**src/rtl/core/mpid_ram.sv**
```systemverilog
// generic simple dual-port ram, one write and one registered read port
// no dependencies

module mpid_ram #(
	parameter int WIDTH = 8,
	parameter int DEPTH = 16,
	localparam int AW = (DEPTH > 1) ? $clog2(DEPTH) : 1
) (
	input  logic             clk,
	input  logic             we,
	input  logic [AW-1:0]    waddr,
	input  logic [WIDTH-1:0] wdata,
	input  logic             re,
	input  logic [AW-1:0]    raddr,
	output logic [WIDTH-1:0] rdata
);

	logic [WIDTH-1:0] mem [DEPTH];
	logic [WIDTH-1:0] rdata_q;

	always_ff @(posedge clk) begin
		if (we) begin
			mem[waddr] <= wdata;
		end
		if (re) begin
			rdata_q <= mem[raddr];
		end
	end

	assign rdata = rdata_q;

endmodule

```
**config.mk**
```make
export PLATFORM = sky130hd
export DESIGN_NAME = mpid_ram
export DESIGN_NICKNAME = d
export VERILOG_FILES = /design/src/rtl/core/mpid_ram.sv
export SDC_FILE = /design/constraint.sdc
export NUM_CORES = 1
export LEC_CHECK = 0
export BUFFER_PORTS_ARGS = -buffer_cell sky130_fd_sc_hd__buf_2
export CORE_UTILIZATION = 40
export CTS_CLUSTER_DIAMETER = 60
export DETAILED_ROUTE_END_ITERATION = 10
export GPL_TIMING_DRIVEN = 0
export PLACE_DENSITY = 0.53
export SLEW_MARGIN = 40
export SYNTH_ARGS = -nofsm -noshare
export SYNTH_HDL_FRONTEND = slang
export SYNTH_SLANG_ARGS = --single-unit
export TNS_END_PERCENT = 20
```
**constraint.sdc**
```tcl
create_clock -name clk -period 5 [get_ports clk]
set_input_delay 0.25 -clock clk [delete_from_list [all_inputs] [get_ports clk]]
set_output_delay 0.25 -clock clk [all_outputs]
set_load 0.03 [all_outputs]
```
==> results.md <==
- Top cells by count, synth: 136 x edfxtp_1, 18 x mux4_2, 16 x a22oi_1
- P&R area growth vs syn: 19.2%
- Port Buffers: 25
- Synth unique cells: 18
- CP endpoint kind: flop
- First-pass GRT wire length: 15.0 mm
- Syn Area/Cell: 22.8 µm²
- Initial antenna violation count: 0
- Max frequency: 0.638 GHz
- Die W: 116 µm
- Worst vdd ir: 229 µV
- Worst hold path type: in -> reg
- Clk Latency, worst-skew pair: 410 ps
- Critical path class: reg -> reg
- Mapped cell area: 5230 µm²
- Total power: 2.75 mW
- Main combinational cell family by area after synthesis: multiplexers
- CTS Hold Bufs: 0
- CP Data Arrival Time: 1720 ps
- Clock root cell: clkbuf_16
- Share of the synthesized area in the top cell type: 78.1%
- Final Hold Fails: 0
- Detailed-placement wirelength estimate: 6.39 mm
- Status: completed
- Clk sinks: 136
- Leading area contributor after synthesis: edfxtp_1
- Vias in the first global route: 2405
- Core Area: 12700 µm²
- Predominant post-synthesis flop cell: edfxtp_1
- Min cycle time layout: 1570 ps
- Via count: 2345
- Fin Setup TNS: 0 ps
- # fillers: 1065
- Syn Inst Count: 229
- Placed Area: 5590 µm²
- Adder-cell share of the synthesized area: 0%
- CTS buffer count: 17
- Post-Synth Simple-Gate Area: 3.14%
- PD cells: 441 nW/µm²
- First-iteration detailed-routing DRC count: 133
- Count leader, synth: edfxtp_1
- CTS max path bufs: 2
- DR WL/cell: 22.0 µm
- Synth warn: 0
- EDFF count, synth: 136
- Largest net degree at the start of global routing: 17
- Clock tree from TritonCTS: done
- Share of cells above drive strength 1: 31.5%
- Fin Clk Skew: 6.83 ps
- Diode count: 0
- Register area share after synthesis: 78.1%
- Slew @ Worst Pin: 815 ps
- Setup violators final: 0
- Tcrit/Tclk final: 31.4%
- Total congestion overflow: 0
- Residual DRC: 0
- GRT Resource Usage Total: 16.7%
- Synthesized Nets: 248
- Required @ worst endpoint: 5150 ps
- Leakage: 2.07 nW
- Unrepaired setup endpoints after global routing: false
- Die ar.: 13500 µm²
- I/O pin count: 27
- Final instance area: 6230 µm²
- Die height: 116 µm
- H-tree Lvls: 4
- Mux contribution to synthesized area: 14.8%
- Starting Density: 41.3%
- Asr flop ratio synth: 0%
- Top area cells in the synthesized netlist: edfxtp_1 78%, mux4_2 7.8%, mux4_1 7.0%
- PostCTS Resize Cnt: 0
- Final net count: 292
- Total wire length: 10.1 mm
- Startpoint Class: flop
- DRT antenna net count: 0
- FP Rows: 41
- Compound-gate portion of the synthesized area: 2.30%
- Yosys reg bits: 136
- Via-to-Cell Ratio: 5.12
- MaxCap Viol Count: 0
- First drt pass iteration count: 4
- Max Fanout on Critical Path: 1
- Slew margin rel.: 45.5%
- Number of setup buffers added after CTS: 0
- Clk slew on worst S/H paths: 60 ps
- Final Max Tran Viols: 0
- Synth Area in XOR/XNOR: 0%
- Routability cong.: 0.674
[cell usage in the layout, fill, tap and decap left out]
cell and n:
nand2b_1 2, buf_2 28, clkinv_4 3, nor2b_1 1, nand3b_1 2, nor3_2 4, nand2_1 9, buf_6 3
nor2_2 3, clkbuf_1 2, a22oi_1 16, and2_1 1, nor2_1 10, bufinv_16 5, mux4_1 14, clkinv_1 1
clkbuf_16 17, clkinv_2 3, edfxtp_1 136, or3b_2 1, buf_4 1, mux4_2 18, and2b_1 1, nand3_1 1
clkdlybuf4s25_2 3, clkinvlp_4 1
[cell families after synthesis]
group	count (synthesis)
AOI/OAI and AO/OA	16
buffers and inverters	10
DFF	136
muxes	32
and+or+nand+nor	35
[final timing paths]
kind	from	end	slack [ps]	depth (start not counted)
worst max-delay path	mem[5][0]$_DFFE_PP_	rdata[0]$_DFFE_PP_	3430	3
worst min-delay path	re	rdata[7]$_DFFE_PP_	170	1
worst max register to register	mem[5][0]$_DFFE_PP_	rdata[0]$_DFFE_PP_	3430	3
worst min register to register	mem[8][2]$_DFFE_PP_	rdata[2]$_DFFE_PP_	770	3
[flip-flops by register name (all words and copies together), names as in the netlist]
register	flops
mem	128
rdata	8
[stage by stage]
stage	std cells	util, %	setup WS, ps	hold slack [ps]
after floorplan	229	-	3260	349
after global placement	426	43.9	2640	591
after detailed placement	426	44.1	3030	591
after CTS	458	49.1	3390	162
after global routing	458	49.2	3350	174
final	458	49.2	3430	171
[per-layer routing]
layer | wire length [µm] | global-route usage [%]
met4 | 184 | 7.01
met3 | 361 | 4.62
met2 | 4750 | 24.9
met5 | 0 | 0
met1 | 4770 | 23.3
[where the power goes]
group	switching (mW)	total, mW	internal (mW)
combinational	0.0827	0.132	0.0498
clock	0.447	1.33	0.882
sequential	0.00515	1.29	1.29
[critical path: stages (launching register included)]
cell and delay (ps):
edfxtp_1 340, mux4_1 560, a22oi_1 280, nand2_1 120
[area by class of cell]
| class | instances | area (µm²) | share of cell area (%) |
|---|---|---|---|
| Clock inverter | 13 | 203 | 3.25 |
| Timing Repair Buffer | 25 | 125 | 2.01 |
| Buffer | 10 | 86.3 | 1.39 |
| Multi-Input combinational cell | 83 | 1080 | 17.4 |
| Tap cell | 172 | 215 | 3.45 |
| Clock buffer | 19 | 433 | 6.95 |
| Sequential cell | 136 | 4080 | 65.5 |
Note: power is estimated with default switching activity, not from simulation.
